`config.mk`:
```
export PLATFORM = sky130hd
export DESIGN_NAME = peak_based_gain_stepper_flat
export DESIGN_NICKNAME = d
export VERILOG_FILES = /design/src/rtl/pbgs_pkg.sv /design/src/rtl/pbgs_if.sv /design/src/rtl/pbgs_front.sv /design/src/rtl/pbgs_factor.sv /design/src/rtl/pbgs_back.sv /design/src/rtl/peak_based_gain_stepper.sv /design/src/flat_wrapper.sv
export VERILOG_INCLUDE_DIRS = /design/src /design/src/rtl
export SDC_FILE = /design/constraint.sdc
export NUM_CORES = 2
export LEC_CHECK = 0
export ABC_AREA = 0
export BUFFER_PORTS_ARGS = -buffer_cell sky130_fd_sc_hd__buf_2
export CAP_MARGIN = 20
export CORE_AREA = 3 3 422 424
export DETAILED_ROUTE_END_ITERATION = 8
export DIE_AREA = 0 0 425 427
export PLACE_DENSITY_LB_ADDON = 0.15
export SLEW_MARGIN = 20
export SYNTH_ARGS = -nofsm -noshare
export SYNTH_HDL_FRONTEND = slang
export SYNTH_HIERARCHICAL = 1
export SYNTH_SLANG_ARGS = --single-unit
```
`constraint.sdc`:
```
create_clock -name clock -period 7.31 [get_ports clock]
set_input_delay 0.731 -clock clock [delete_from_list [all_inputs] [get_ports clock]]
set_output_delay 0.731 -clock clock [all_outputs]
set_load 0.005 [all_outputs]
```
`src/rtl/peak_based_gain_stepper_assert.svh`:
```
// Assertion macros shared by the gain stepper RTL.
// Needs nothing else; included by the modules that carry assertions.
`ifndef PEAK_BASED_GAIN_STEPPER_ASSERT_SVH
`define PEAK_BASED_GAIN_STEPPER_ASSERT_SVH

// Same-cycle implication, off while reset is high.
`define PBGS_ASSERT_NOW(label, clk, rst, ante, cons, msg) \
   label: assert property (@(posedge clk) disable iff (rst) (ante) |-> (cons)) \
      else $error(msg);

// Next-cycle implication, off while reset is high.
`define PBGS_ASSERT_NEXT(label, clk, rst, ante, cons, msg) \
   label: assert property (@(posedge clk) disable iff (rst) (ante) |=> (cons)) \
      else $error(msg);

`endif

```
`src/rtl/pbgs_pkg.sv`:
```
// Package for the peak based gain stepper: widths, operation codes, queue item type,
// factor unit request and response types and the Q.16 gain factor constants.
// No dependencies.
package pbgs_pkg;

   localparam int TABLE_DEPTH = 32;
   localparam int TBL_AW      = $clog2(TABLE_DEPTH);
   localparam int FIFO_DEPTH  = 4;
   localparam int FIFO_AW     = $clog2(FIFO_DEPTH);
   localparam int FIFO_CW     = $clog2(FIFO_DEPTH + 1);

   localparam int OP_W    = 2;
   localparam int LEVEL_W = 8;
   localparam int IDX_W   = 5;
   localparam int GAIN_W  = 9;
   localparam int COUNT_W = 6;

   localparam logic [COUNT_W-1:0] GAIN_COUNT_RESET = 6'd29;
   localparam logic [LEVEL_W-1:0] LEVEL_FULL       = 8'd255;
   localparam logic [LEVEL_W-1:0] LEVEL_ZERO       = 8'd0;

   // Q.16 factor arithmetic
   localparam int Q16_STEPS = GAIN_W;
   localparam int STEP_W    = $clog2(Q16_STEPS);
   localparam int FRAC_W    = 16;
   localparam int RATIO_W   = 25;
   localparam int CONST_W   = 21;
   localparam int PROD_W    = RATIO_W + CONST_W;
   localparam int CHECK_W   = RATIO_W + LEVEL_W;
   localparam int Q16_ONE   = 65536;
   localparam int Q16_HALF  = 32768;
   localparam int CHECK_LIMIT = 256 * 65536;

   typedef enum logic [OP_W-1:0] {
      OP_SAMPLE = 2'd0,
      OP_TICK   = 2'd1,
      OP_LOAD   = 2'd2,
      OP_IDLE   = 2'd3
   } op_type;

   typedef struct packed {
      op_type               kind;
      logic [LEVEL_W-1:0]   sample;
      logic                 start_of_block;
      logic [IDX_W-1:0]     table_index;
      logic [GAIN_W-1:0]    table_value;
   } item_type;

   typedef struct packed {
      logic                 start;
      logic                 ack;
      logic [GAIN_W-1:0]    delta;
      logic [LEVEL_W-1:0]   level;
   } fac_req_type;

   typedef struct packed {
      logic                 done;
      logic                 step_ok;
   } fac_rsp_type;

   // 10^(2^k/200) in Q.16
   function automatic logic [CONST_W-1:0] factor_q16(input logic [STEP_W-1:0] k);
      logic [CONST_W-1:0] f;
      unique case (k)
         4'd0:    f = 21'd66295;
         4'd1:    f = 21'd67063;
         4'd2:    f = 21'd68625;
         4'd3:    f = 21'd71859;
         4'd4:    f = 21'd78792;
         4'd5:    f = 21'd94728;
         4'd6:    f = 21'd136924;
         4'd7:    f = 21'd286075;
         4'd8:    f = 21'd1248763;
         default: f = 21'd65536;
      endcase
      return f;
   endfunction

endpackage

```
`src/rtl/pbgs_if.sv`:
```
// Handshake interfaces of the gain stepper: request, response and register write channels.
// Depends on pbgs_pkg for field widths.
interface pbgs_req_if import pbgs_pkg::*; ();
   logic                 valid;
   logic                 ready;
   logic [OP_W-1:0]      operation;
   logic [LEVEL_W-1:0]   sample;
   logic                 start_of_block;
   logic [IDX_W-1:0]     table_index;
   logic [GAIN_W-1:0]    table_value;

   modport source (output valid, operation, sample, start_of_block, table_index,
                   table_value, input ready);
   modport sink   (input valid, operation, sample, start_of_block, table_index,
                   table_value, output ready);
endinterface

interface pbgs_rsp_if import pbgs_pkg::*; ();
   logic                 valid;
   logic                 ready;
   logic                 gain_changed;
   logic [GAIN_W-1:0]    applied_gain_out;
   logic [IDX_W-1:0]     gain_position;
   logic [LEVEL_W-1:0]   min_level;
   logic [LEVEL_W-1:0]   max_level;

   modport source (output valid, gain_changed, applied_gain_out, gain_position,
                   min_level, max_level, input ready);
   modport sink   (input valid, gain_changed, applied_gain_out, gain_position,
                   min_level, max_level, output ready);
endinterface

interface pbgs_csr_if import pbgs_pkg::*; ();
   logic                 valid;
   logic                 ready;
   logic [COUNT_W-1:0]   data;

   modport source (output valid, data, input ready);
   modport sink   (input valid, data, output ready);
endinterface

```
`src/rtl/pbgs_front.sv`:
```
// Front end: accepts request transactions, decodes the operation and queues items
// for the back end. Depends on pbgs_pkg, pbgs_if and the assertion macros.
`include "peak_based_gain_stepper_assert.svh"

module pbgs_front import pbgs_pkg::*; (
   input  logic         clock,
   input  logic         reset,
   pbgs_req_if.sink     req,
   output item_type     head_item,
   output logic         head_valid,
   input  logic         head_pop
);

   item_type               fifo_ff [FIFO_DEPTH];
   logic [FIFO_AW-1:0]     wr_ptr_ff, wr_ptr_in;
   logic [FIFO_AW-1:0]     rd_ptr_ff, rd_ptr_in;
   logic [FIFO_CW-1:0]     count_ff, count_in;
   logic                   push;
   item_type               new_item;

   assign req.ready  = (count_ff != FIFO_CW'(FIFO_DEPTH));
   assign push       = req.valid && req.ready;
   assign head_valid = (count_ff != '0);
   assign head_item  = fifo_ff[rd_ptr_ff];

   always_comb begin
      new_item.kind           = op_type'(req.operation);
      new_item.sample         = req.sample;
      new_item.start_of_block = req.start_of_block;
      new_item.table_index    = req.table_index;
      new_item.table_value    = req.table_value;
   end

   // pointers wrap naturally: the depth is a power of two
   always_comb begin
      wr_ptr_in = push     ? wr_ptr_ff + 1'b1 : wr_ptr_ff;
      rd_ptr_in = head_pop ? rd_ptr_ff + 1'b1 : rd_ptr_ff;
      count_in  = count_ff;
      if (push && !head_pop) begin
         count_in = count_ff + 1'b1;
      end else if (!push && head_pop) begin
         count_in = count_ff - 1'b1;
      end
   end

   always_ff @(posedge clock) begin
      if (push) begin
         fifo_ff[wr_ptr_ff] <= new_item;
      end
   end

   always_ff @(posedge clock) begin
      if (reset) begin
         wr_ptr_ff <= '0;
         rd_ptr_ff <= '0;
         count_ff  <= '0;
      end else begin
         wr_ptr_ff <= wr_ptr_in;
         rd_ptr_ff <= rd_ptr_in;
         count_ff  <= count_in;
      end
   end

   `PBGS_ASSERT_NOW(a_pop_not_empty, clock, reset, head_pop, count_ff != '0, "pop from empty queue")
   `PBGS_ASSERT_NEXT(a_push_grows, clock, reset, push && !head_pop, count_ff == $past(count_ff) + 3'd1, "queue count did not grow")
   `PBGS_ASSERT_NOW(a_count_bound, clock, reset, 1'b1, count_ff <= FIFO_CW'(FIFO_DEPTH), "queue count beyond depth")

endmodule

```
`src/rtl/pbgs_factor.sv`:
```
// Gain factor unit: builds 10^(delta/200) in Q.16 one delta bit per cycle on a shared
// multiplier, then checks level * factor against full scale. Depends on pbgs_pkg.
module pbgs_factor import pbgs_pkg::*; (
   input  logic         clock,
   input  logic         reset,
   input  fac_req_type  fac_req,
   output fac_rsp_type  fac_rsp
);

   typedef enum logic [1:0] {
      F_IDLE  = 2'd0,
      F_RUN   = 2'd1,
      F_CHECK = 2'd2,
      F_DONE  = 2'd3
   } fstate_type;

   fstate_type             state_ff, state_in;
   logic [STEP_W-1:0]      step_ff, step_in;
   logic [RATIO_W-1:0]     ratio_ff, ratio_in;
   logic [GAIN_W-1:0]      delta_ff, delta_in;
   logic [LEVEL_W-1:0]     level_ff, level_in;
   logic                   ok_ff, ok_in;
   logic [PROD_W-1:0]      prod;
   logic [PROD_W-1:0]      rounded;
   logic [CHECK_W-1:0]     check;

   assign prod    = PROD_W'(ratio_ff) * PROD_W'(factor_q16(step_ff));
   assign rounded = prod + PROD_W'(Q16_HALF);
   assign check   = CHECK_W'(level_ff) * CHECK_W'(ratio_ff);

   always_comb begin
      state_in = state_ff;
      step_in  = step_ff;
      ratio_in = ratio_ff;
      delta_in = delta_ff;
      level_in = level_ff;
      ok_in    = ok_ff;
      unique case (state_ff)
         F_IDLE: begin
            if (fac_req.start) begin
               delta_in = fac_req.delta;
               level_in = fac_req.level;
               ratio_in = RATIO_W'(Q16_ONE);
               step_in  = '0;
               state_in = F_RUN;
            end
         end
         F_RUN: begin
            // apply the factor for this bit when it is set, round half up
            if (delta_ff[step_ff]) begin
               ratio_in = rounded[FRAC_W +: RATIO_W];
            end
            step_in = step_ff + 1'b1;
            if (step_ff == STEP_W'(Q16_STEPS - 1)) begin
               state_in = F_CHECK;
            end
         end
         F_CHECK: begin
            ok_in    = (check < CHECK_W'(CHECK_LIMIT));
            state_in = F_DONE;
         end
         F_DONE: begin
            if (fac_req.ack) begin
               state_in = F_IDLE;
            end
         end
         default: state_in = F_IDLE;
      endcase
   end

   always_ff @(posedge clock) begin
      step_ff  <= step_in;
      ratio_ff <= ratio_in;
      delta_ff <= delta_in;
      level_ff <= level_in;
      ok_ff    <= ok_in;
      if (reset) begin
         state_ff <= F_IDLE;
      end else begin
         state_ff <= state_in;
      end
   end

   assign fac_rsp.done    = (state_ff == F_DONE);
   assign fac_rsp.step_ok = ok_ff;

endmodule

```
`src/rtl/pbgs_back.sv`:
```
// Back end: executes queued items against the running levels, the gain table and the
// gain position, and holds the response register. Depends on pbgs_pkg, pbgs_if,
// pbgs_factor (through its ports) and the assertion macros.
`include "peak_based_gain_stepper_assert.svh"

module pbgs_back import pbgs_pkg::*; (
   input  logic                 clock,
   input  logic                 reset,
   input  logic [COUNT_W-1:0]   gain_count,
   input  item_type             head_item,
   input  logic                 head_valid,
   output logic                 head_pop,
   output fac_req_type          fac_req,
   input  fac_rsp_type          fac_rsp,
   pbgs_rsp_if.source           rsp
);

   typedef enum logic [1:0] {
      B_IDLE   = 2'd0,
      B_READ   = 2'd1,
      B_FACTOR = 2'd2
   } bstate_type;

   bstate_type             state_ff, state_in;
   logic [LEVEL_W-1:0]     run_min_ff, run_min_in;
   logic [LEVEL_W-1:0]     run_max_ff, run_max_in;
   logic [IDX_W-1:0]       gain_idx_ff, gain_idx_in;
   logic [GAIN_W-1:0]      applied_gain_ff, applied_gain_in;
   logic                   up_ff, up_in;
   logic                   rsp_valid_ff, rsp_valid_in;
   logic                   rsp_changed_ff;
   logic [GAIN_W-1:0]      rsp_gain_ff;
   logic [IDX_W-1:0]       rsp_idx_ff;
   logic [LEVEL_W-1:0]     rsp_min_ff;
   logic [LEVEL_W-1:0]     rsp_max_ff;

   logic [GAIN_W-1:0]      table_mem [TABLE_DEPTH];
   logic [GAIN_W-1:0]      rd_data_ff;
   logic [TBL_AW-1:0]      rd_addr;
   logic                   rd_en;
   logic                   wr_en;

   logic                   changed_in;
   logic                   emit;
   logic                   out_free;
   logic                   clip;
   logic                   can_up;
   logic                   can_down;
   logic [COUNT_W-1:0]     cnt;
   logic [COUNT_W-1:0]     idx_ext;
   logic [LEVEL_W-1:0]     base_min;
   logic [LEVEL_W-1:0]     base_max;
   logic [GAIN_W-1:0]      delta;

   assign out_free = !rsp_valid_ff || rsp.ready;
   assign cnt      = (gain_count > COUNT_W'(TABLE_DEPTH)) ? COUNT_W'(TABLE_DEPTH) : gain_count;
   assign idx_ext  = COUNT_W'(gain_idx_ff);
   assign clip     = (run_min_ff == LEVEL_ZERO) || (run_max_ff == LEVEL_FULL);
   assign can_down = clip && (gain_idx_ff != '0) && (idx_ext <= cnt);
   assign can_up   = !clip && ((idx_ext + 1'b1) < cnt);
   assign delta    = (rd_data_ff > applied_gain_ff) ? rd_data_ff - applied_gain_ff : '0;
   assign base_min = head_item.start_of_block ? LEVEL_FULL : run_min_ff;
   assign base_max = head_item.start_of_block ? LEVEL_ZERO : run_max_ff;

   always_comb begin
      state_in        = state_ff;
      run_min_in      = run_min_ff;
      run_max_in      = run_max_ff;
      gain_idx_in     = gain_idx_ff;
      applied_gain_in = applied_gain_ff;
      up_in           = up_ff;
      rsp_valid_in    = rsp_valid_ff && !rsp.ready;
      changed_in      = 1'b0;
      emit            = 1'b0;
      head_pop        = 1'b0;
      rd_en           = 1'b0;
      wr_en           = 1'b0;
      rd_addr         = TBL_AW'(gain_idx_ff);
      fac_req.start   = 1'b0;
      fac_req.ack     = 1'b0;
      fac_req.delta   = delta;
      fac_req.level   = run_max_ff;
      unique case (state_ff)
         B_IDLE: begin
            if (head_valid) begin
               unique case (head_item.kind)
                  OP_TICK: begin
                     if (can_down || can_up) begin
                        // fetch the neighbouring entry; B_READ then steps down or starts the factor unit
                        head_pop = 1'b1;
                        rd_en    = 1'b1;
                        up_in    = can_up;
                        rd_addr  = can_up ? TBL_AW'(gain_idx_ff + 1'b1)
                                          : TBL_AW'(gain_idx_ff - 1'b1);
                        state_in = B_READ;
                     end else if (out_free) begin
                        head_pop = 1'b1;
                        emit     = 1'b1;
                     end
                  end
                  OP_SAMPLE: begin
                     if (out_free) begin
                        head_pop   = 1'b1;
                        emit       = 1'b1;
                        run_min_in = (head_item.sample < base_min) ? head_item.sample : base_min;
                        run_max_in = (head_item.sample > base_max) ? head_item.sample : base_max;
                     end
                  end
                  OP_LOAD: begin
                     if (out_free) begin
                        head_pop = 1'b1;
                        emit     = 1'b1;
                        wr_en    = ((IDX_W + 1)'(head_item.table_index) <
                                    (IDX_W + 1)'(TABLE_DEPTH));
                     end
                  end
                  OP_IDLE: begin
                     if (out_free) begin
                        head_pop = 1'b1;
                        emit     = 1'b1;
                     end
                  end
                  default: ;
               endcase
            end
         end
         B_READ: begin
            if (up_ff) begin
               fac_req.start = 1'b1;
               state_in      = B_FACTOR;
            end else if (out_free) begin
               gain_idx_in     = gain_idx_ff - 1'b1;
               applied_gain_in = rd_data_ff;
               changed_in      = (rd_data_ff != applied_gain_ff);
               emit            = 1'b1;
               state_in        = B_IDLE;
            end
         end
         B_FACTOR: begin
            if (fac_rsp.done && out_free) begin
               fac_req.ack = 1'b1;
               emit        = 1'b1;
               state_in    = B_IDLE;
               if (fac_rsp.step_ok) begin
                  gain_idx_in     = gain_idx_ff + 1'b1;
                  applied_gain_in = rd_data_ff;
                  changed_in      = (rd_data_ff != applied_gain_ff);
               end
            end
         end
         default: state_in = B_IDLE;
      endcase
      if (emit) begin
         rsp_valid_in = 1'b1;
      end
   end

   always_ff @(posedge clock) begin
      if (wr_en) begin
         table_mem[TBL_AW'(head_item.table_index)] <= head_item.table_value;
      end
      if (rd_en) begin
         rd_data_ff <= table_mem[rd_addr];
      end
   end

   always_ff @(posedge clock) begin
      if (emit) begin
         rsp_changed_ff <= changed_in;
         rsp_gain_ff    <= applied_gain_in;
         rsp_idx_ff     <= gain_idx_in;
         rsp_min_ff     <= run_min_in;
         rsp_max_ff     <= run_max_in;
      end
      up_ff <= up_in;
      if (reset) begin
         state_ff        <= B_IDLE;
         run_min_ff      <= LEVEL_FULL;
         run_max_ff      <= LEVEL_ZERO;
         gain_idx_ff     <= '0;
         applied_gain_ff <= '0;
         rsp_valid_ff    <= 1'b0;
      end else begin
         state_ff        <= state_in;
         run_min_ff      <= run_min_in;
         run_max_ff      <= run_max_in;
         gain_idx_ff     <= gain_idx_in;
         applied_gain_ff <= applied_gain_in;
         rsp_valid_ff    <= rsp_valid_in;
      end
   end

   assign rsp.valid            = rsp_valid_ff;
   assign rsp.gain_changed     = rsp_changed_ff;
   assign rsp.applied_gain_out = rsp_gain_ff;
   assign rsp.gain_position    = rsp_idx_ff;
   assign rsp.min_level        = rsp_min_ff;
   assign rsp.max_level        = rsp_max_ff;

   `PBGS_ASSERT_NOW(a_pop_idle, clock, reset, head_pop, state_ff == B_IDLE, "item taken while busy")
   `PBGS_ASSERT_NOW(a_start_read, clock, reset, fac_req.start, state_ff == B_READ && up_ff, "factor start outside step up")
   `PBGS_ASSERT_NEXT(a_changed_gain, clock, reset, emit && changed_in, applied_gain_ff != $past(applied_gain_ff), "change flagged without new gain")
   `PBGS_ASSERT_NEXT(a_idx_step, clock, reset, 1'b1, gain_idx_ff == $past(gain_idx_ff) || gain_idx_ff == $past(gain_idx_ff) + 5'd1 || gain_idx_ff == $past(gain_idx_ff) - 5'd1, "gain position jumped")

endmodule

```
`src/rtl/peak_based_gain_stepper.sv`:
```
// Peak based gain stepper. Every request transaction (sample, control tick, table load or
// the spare code) produces exactly one response transaction, in order. Requests go into a
// four-entry queue and are executed by the back end: samples, loads, the spare code and
// ticks that cannot move run at one per clock while responses are taken. A tick that steps
// down holds the back end for the gain table read; one that may step up holds it while the
// factor unit applies one bit of the gain delta per cycle on a single multiplier and then
// checks the peak against full scale. The queue keeps taking requests meanwhile until it
// fills. The gain count register is written through the csr channel, which is always ready;
// the user must write it only while no request is in flight, as the block does not enforce
// it. Depends on pbgs_pkg, pbgs_if, pbgs_front, pbgs_factor and pbgs_back.
module peak_based_gain_stepper import pbgs_pkg::*; (
   input  logic         clock,
   input  logic         reset,
   pbgs_req_if.sink     req,
   pbgs_rsp_if.source   rsp,
   pbgs_csr_if.sink     csr
);

   logic [COUNT_W-1:0]  gain_count_ff, gain_count_in;
   item_type            head_item;
   logic                head_valid;
   logic                head_pop;
   fac_req_type         fac_req;
   fac_rsp_type         fac_rsp;

   assign csr.ready     = 1'b1;
   assign gain_count_in = (csr.valid && csr.ready) ? csr.data : gain_count_ff;

   always_ff @(posedge clock) begin
      if (reset) begin
         gain_count_ff <= GAIN_COUNT_RESET;
      end else begin
         gain_count_ff <= gain_count_in;
      end
   end

   pbgs_front u_front (
      .clock      (clock),
      .reset      (reset),
      .req        (req),
      .head_item  (head_item),
      .head_valid (head_valid),
      .head_pop   (head_pop)
   );

   pbgs_factor u_factor (
      .clock   (clock),
      .reset   (reset),
      .fac_req (fac_req),
      .fac_rsp (fac_rsp)
   );

   pbgs_back u_back (
      .clock      (clock),
      .reset      (reset),
      .gain_count (gain_count_ff),
      .head_item  (head_item),
      .head_valid (head_valid),
      .head_pop   (head_pop),
      .fac_req    (fac_req),
      .fac_rsp    (fac_rsp),
      .rsp        (rsp)
   );

endmodule

```
`src/flat_wrapper.sv`:
```
// flat-port wrapper written by rule: the top's interface ports become plain ports
module peak_based_gain_stepper_flat import pbgs_pkg::*;
  (clock, reset, req_valid, req_operation, req_sample, req_start_of_block, req_table_index, req_table_value, req_ready, rsp_valid, rsp_gain_changed, rsp_applied_gain_out, rsp_gain_position, rsp_min_level, rsp_max_level, rsp_ready, csr_valid, csr_data, csr_ready);
  pbgs_req_if req_i ();
  pbgs_rsp_if rsp_i ();
  pbgs_csr_if csr_i ();
  input  logic clock;
  input  logic reset;
  input wire logic [$bits(req_i.valid)-1:0] req_valid;
  input wire logic [$bits(req_i.operation)-1:0] req_operation;
  input wire logic [$bits(req_i.sample)-1:0] req_sample;
  input wire logic [$bits(req_i.start_of_block)-1:0] req_start_of_block;
  input wire logic [$bits(req_i.table_index)-1:0] req_table_index;
  input wire logic [$bits(req_i.table_value)-1:0] req_table_value;
  output wire logic [$bits(req_i.ready)-1:0] req_ready;
  output wire logic [$bits(rsp_i.valid)-1:0] rsp_valid;
  output wire logic [$bits(rsp_i.gain_changed)-1:0] rsp_gain_changed;
  output wire logic [$bits(rsp_i.applied_gain_out)-1:0] rsp_applied_gain_out;
  output wire logic [$bits(rsp_i.gain_position)-1:0] rsp_gain_position;
  output wire logic [$bits(rsp_i.min_level)-1:0] rsp_min_level;
  output wire logic [$bits(rsp_i.max_level)-1:0] rsp_max_level;
  input wire logic [$bits(rsp_i.ready)-1:0] rsp_ready;
  input wire logic [$bits(csr_i.valid)-1:0] csr_valid;
  input wire logic [$bits(csr_i.data)-1:0] csr_data;
  output wire logic [$bits(csr_i.ready)-1:0] csr_ready;
  assign req_i.valid = req_valid;
  assign req_i.operation = req_operation;
  assign req_i.sample = req_sample;
  assign req_i.start_of_block = req_start_of_block;
  assign req_i.table_index = req_table_index;
  assign req_i.table_value = req_table_value;
  assign req_ready = req_i.ready;
  assign rsp_valid = rsp_i.valid;
  assign rsp_gain_changed = rsp_i.gain_changed;
  assign rsp_applied_gain_out = rsp_i.applied_gain_out;
  assign rsp_gain_position = rsp_i.gain_position;
  assign rsp_min_level = rsp_i.min_level;
  assign rsp_max_level = rsp_i.max_level;
  assign rsp_i.ready = rsp_ready;
  assign csr_i.valid = csr_valid;
  assign csr_i.data = csr_data;
  assign csr_ready = csr_i.ready;
  peak_based_gain_stepper u_core (.clock(clock), .reset(reset), .req(req_i), .rsp(rsp_i), .csr(csr_i));
endmodule
```
==> impl_metrics.tcl <==
set metrics [dict create \
    yosysMostFrequentCell "inv_1" \
    clock_sinks 544 \
    seq_area_frac_synth_pct 35.9 \
    synth_edf_count 476 \
    cts_root_buffer "clkbuf_16" \
    regArea_sq_um 15700 \
    synth_top_area_cell "edfxtp_1" \
    tritoncts "yes" \
    grt_pass1_vias 29900 \
    gp_congestion 0.780 \
    status "finished, final reports clean" \
    final_cell_area_sq_um 49800 \
    maxSlewHeadroom_pct 25.0 \
    drtIter0Drc 1346 \
    drive_above_1_share_pct 10.5 \
    min_delay_path_depth 1 \
    drv_cap 0 \
    multi_input_area_sq_um 24700 \
    start_util_pct 25.0 \
    dp_slack_ps -5.98 \
    timing.fmax_mhz 142 \
    std_cell_rows 153 \
    grt.total_usage_pct 13.4 \
    portBuffers 68 \
    synth_common_cells "inv_1 (681), fa_1 (520), edfxtp_1 (476), and2_1 (422), nand2_1 (386)" \
    viasPerCell 4.27 \
    cts-htree-levels 3 \
    critPathLaunchType "register" \
    placed_cell_area_sq_um 47400 \
    crit_type "register to register" \
    numCtsBuffers 67 \
    synth-seq-cells 544 \
    synth_top_cell_area_share_pct 32.8 \
    die_y_um 427 \
    fin_ws_ps 289 \
    antenna_found_initial 7 \
    slew_violations 0 \
    critical_path_required_ps 7760 \
    hold_buffers 0 \
    fin_crit_ps 7020 \
    async_reset_ff_share_pct 0 \
    worstPathArrival_ps 7470 \
    crit_fanout 6 \
    yosysUniqueCellTypes 86 \
    setup_viol 0 \
    drtAntennaViolNets 0 \
    endpoint_kind "register" \
    routedWlPerCell_um 18.6 \
    clock-skew-final_ps 35.4 \
    grt_max_degree 61 \
    place_hpwl_mm 88.8 \
    syn_to_final_growth_pct 14.1 \
    die-area_sq_um 181000 \
    coreArea_sq_um 174000 \
    routed_wl_mm 120 \
    vias 27400 \
    syn_inst 3923 \
    netlist_area_sq_um 43600 \
    ff2ff_path_depth 25 \
    ys.flop_type "edfxtp_1" \
    hold_path.class "primary input to register" \
    synth.area.top_cells "edfxtp_1 (33%), fa_1 (24%), ha_1 (8.5%), and2_1 (6.1%), inv_1 (5.9%)" \
    post-route-drc-count 0 \
    worst_pin_slew_ps 1120 \
    synthesis.nets 4774 \
    final_nets 4890 \
    hold_viol 0 \
    firstDrtPassIters 7 \
    grt_pass1_wl_mm 186 \
    setup_tns_ps 0 \
    cts.path.max_buffers 3 \
    die_w_um 425 \
    insertion_delay_ps 640 \
    grt_remaining_overflow 0 \
    syn_avg_cell_area_sq_um 11.1 \
    min_period_over_period_pct 96.0 \
    rrSetupSlack_ps 290 \
    ys_warn_count 6 \
    ios 70 \
    clkTransAtPathRegs_ps 60 \
    fillCellCount 18300 \
]
-- sequential cells by signal, summed over array words and instances (netlist names), 2 cells and up, named ones only --
register	cells
u_core/u_back/rsp.min_level	8
u_core/u_factor/level_ff	8
u_core/u_back/run_max_ff	8
u_core/u_back/table_mem	288
u_core/u_factor/delta_ff	9
u_core/u_front/rd_ptr_ff	2
u_core/u_factor/ratio_ff	25
u_core/gain_count_ff	6
u_core/u_factor/step_ff	4
u_core/u_back/rsp.gain_position	5
u_core/u_front/fifo_ff	100
u_core/u_back/run_min_ff	8
u_core/u_front/count_ff	3
u_core/u_back/rsp.applied_gain_out	9
u_core/u_factor/state_ff	2
u_core/u_back/rd_data_ff	9
u_core/u_front/wr_ptr_ff	2
u_core/u_back/state_ff	2
u_core/u_back/rsp.max_level	8
u_core/u_back/applied_gain_ff	9
u_core/u_back/gain_idx_ff	5
-- critical path: stages, from the launching register on --
cell and delay (ps):
edfxtp_1 430, buf_4 200, buf_4 150, and2_1 140
fa_1 470, inv_1 50, fa_1 470, inv_1 50
fa_1 490, fa_1 580, fa_1 430, fa_1 500
inv_1 50, fa_1 520, inv_1 50, ha_1 280
o21ai_0 160, o21ai_1 110, a221oi_2 280, nand2_1 140
o21ai_4 280, a211oi_2 110, buf_4 150, o31a_1 290
or3_1 310, a21oi_1 140
-- worst paths after layout --
kind                                      from                      endpoint
setup / recovery  u_core/u_factor/ratio_ff[11]  u_core/u_factor/ratio_ff[24]
hold / removal              req_table_value[8]  u_core/u_front/fifo_ff[3][8]
setup reg to reg  u_core/u_factor/ratio_ff[11]  u_core/u_factor/ratio_ff[24]
hold reg to reg    u_core/u_front/wr_ptr_ff[1]   u_core/u_front/wr_ptr_ff[1]
-- timing repair --
action                                  in CTS  in global routing
gates cloned                                 0                  1
pin swaps                                    0                 13
buffers inserted                             0                 12
endpoints found under the setup margin       1                  8
resized for setup                            1                 31
-- per-layer routing --
layer | global-route usage [%] | vias up | wire length (um)
met5 | 0 | - | 34
met4 | 3.42 | 6 | 2610
met3 | 1.61 | 116 | 2810
met2 | 23.7 | 283 | 60100
met1 | 17.4 | 14100 | 54200
li1 | - | 13000 | -
-- per-stage QoR --
step	util (%)	hold slack, ps	std cells
2_1_floorplan	-	445	3923
3_3_place_gp	27.2	488	6283
3_5_place_dp	27.2	510	6283
4_1_cts	28.4	231	6405
5_1_grt	28.6	269	6418
6_report	28.6	306	6421
-- cell families (layout without fill, tap and decap cells) --
logic type      after synthesis  in the layout  share of synthesized area [%]
other cells                   1              5                        0.00860
fa+ha+maj                   815            815                           32.3
buf+inv                     858           1027                           7.72
xor+xnor                     56             56                           1.12
simple gates               1204           1204                           14.4
flops                       544            544                           35.9
mux                          79             79                           2.67
compound gates              366            366                           5.90
-- layout make-up --
cell class	count	share of cell area, %
Timing Repair Buffer	223	3.50
Antenna cell	4	0.0201
Clock inverter	33	0.727
Tap cell	2325	5.84
Sequential cell	544	31.5
Clock buffer	89	3.61
Multi-Input combinational cell	2521	49.7
Inverter	682	5.14
-- cells in the final DEF (no fill, tap or decap), types with 8 or more instances in the layout --
cell,n
inv_1,681
fa_1,517
edfxtp_1,476
and2_1,416
nand2_1,385
ha_1,294
nor2_1,157
buf_4,132
nor2b_1,79
clkbuf_16,68
buf_2,68
dfxtp_1,60
a21oi_1,58
a211oi_1,56
a31oi_1,49
mux2i_1,45
o21ai_0,36
o22ai_1,35
xnor2_1,32
nand3_1,25
mux4_2,23
xor2_1,22
nand2b_1,21
a22o_1,21
a221o_1,20
clkbuf_1,18
nor3_1,17
a21o_1,16
buf_12,16
nand4_1,14
or2_2,12
and3_1,9
nand3b_1,8
nor4_2,8
Power is left out: the tool's default activity adds up to more than one toggle a clock period on the data nets, which glitch-free logic cannot reach.
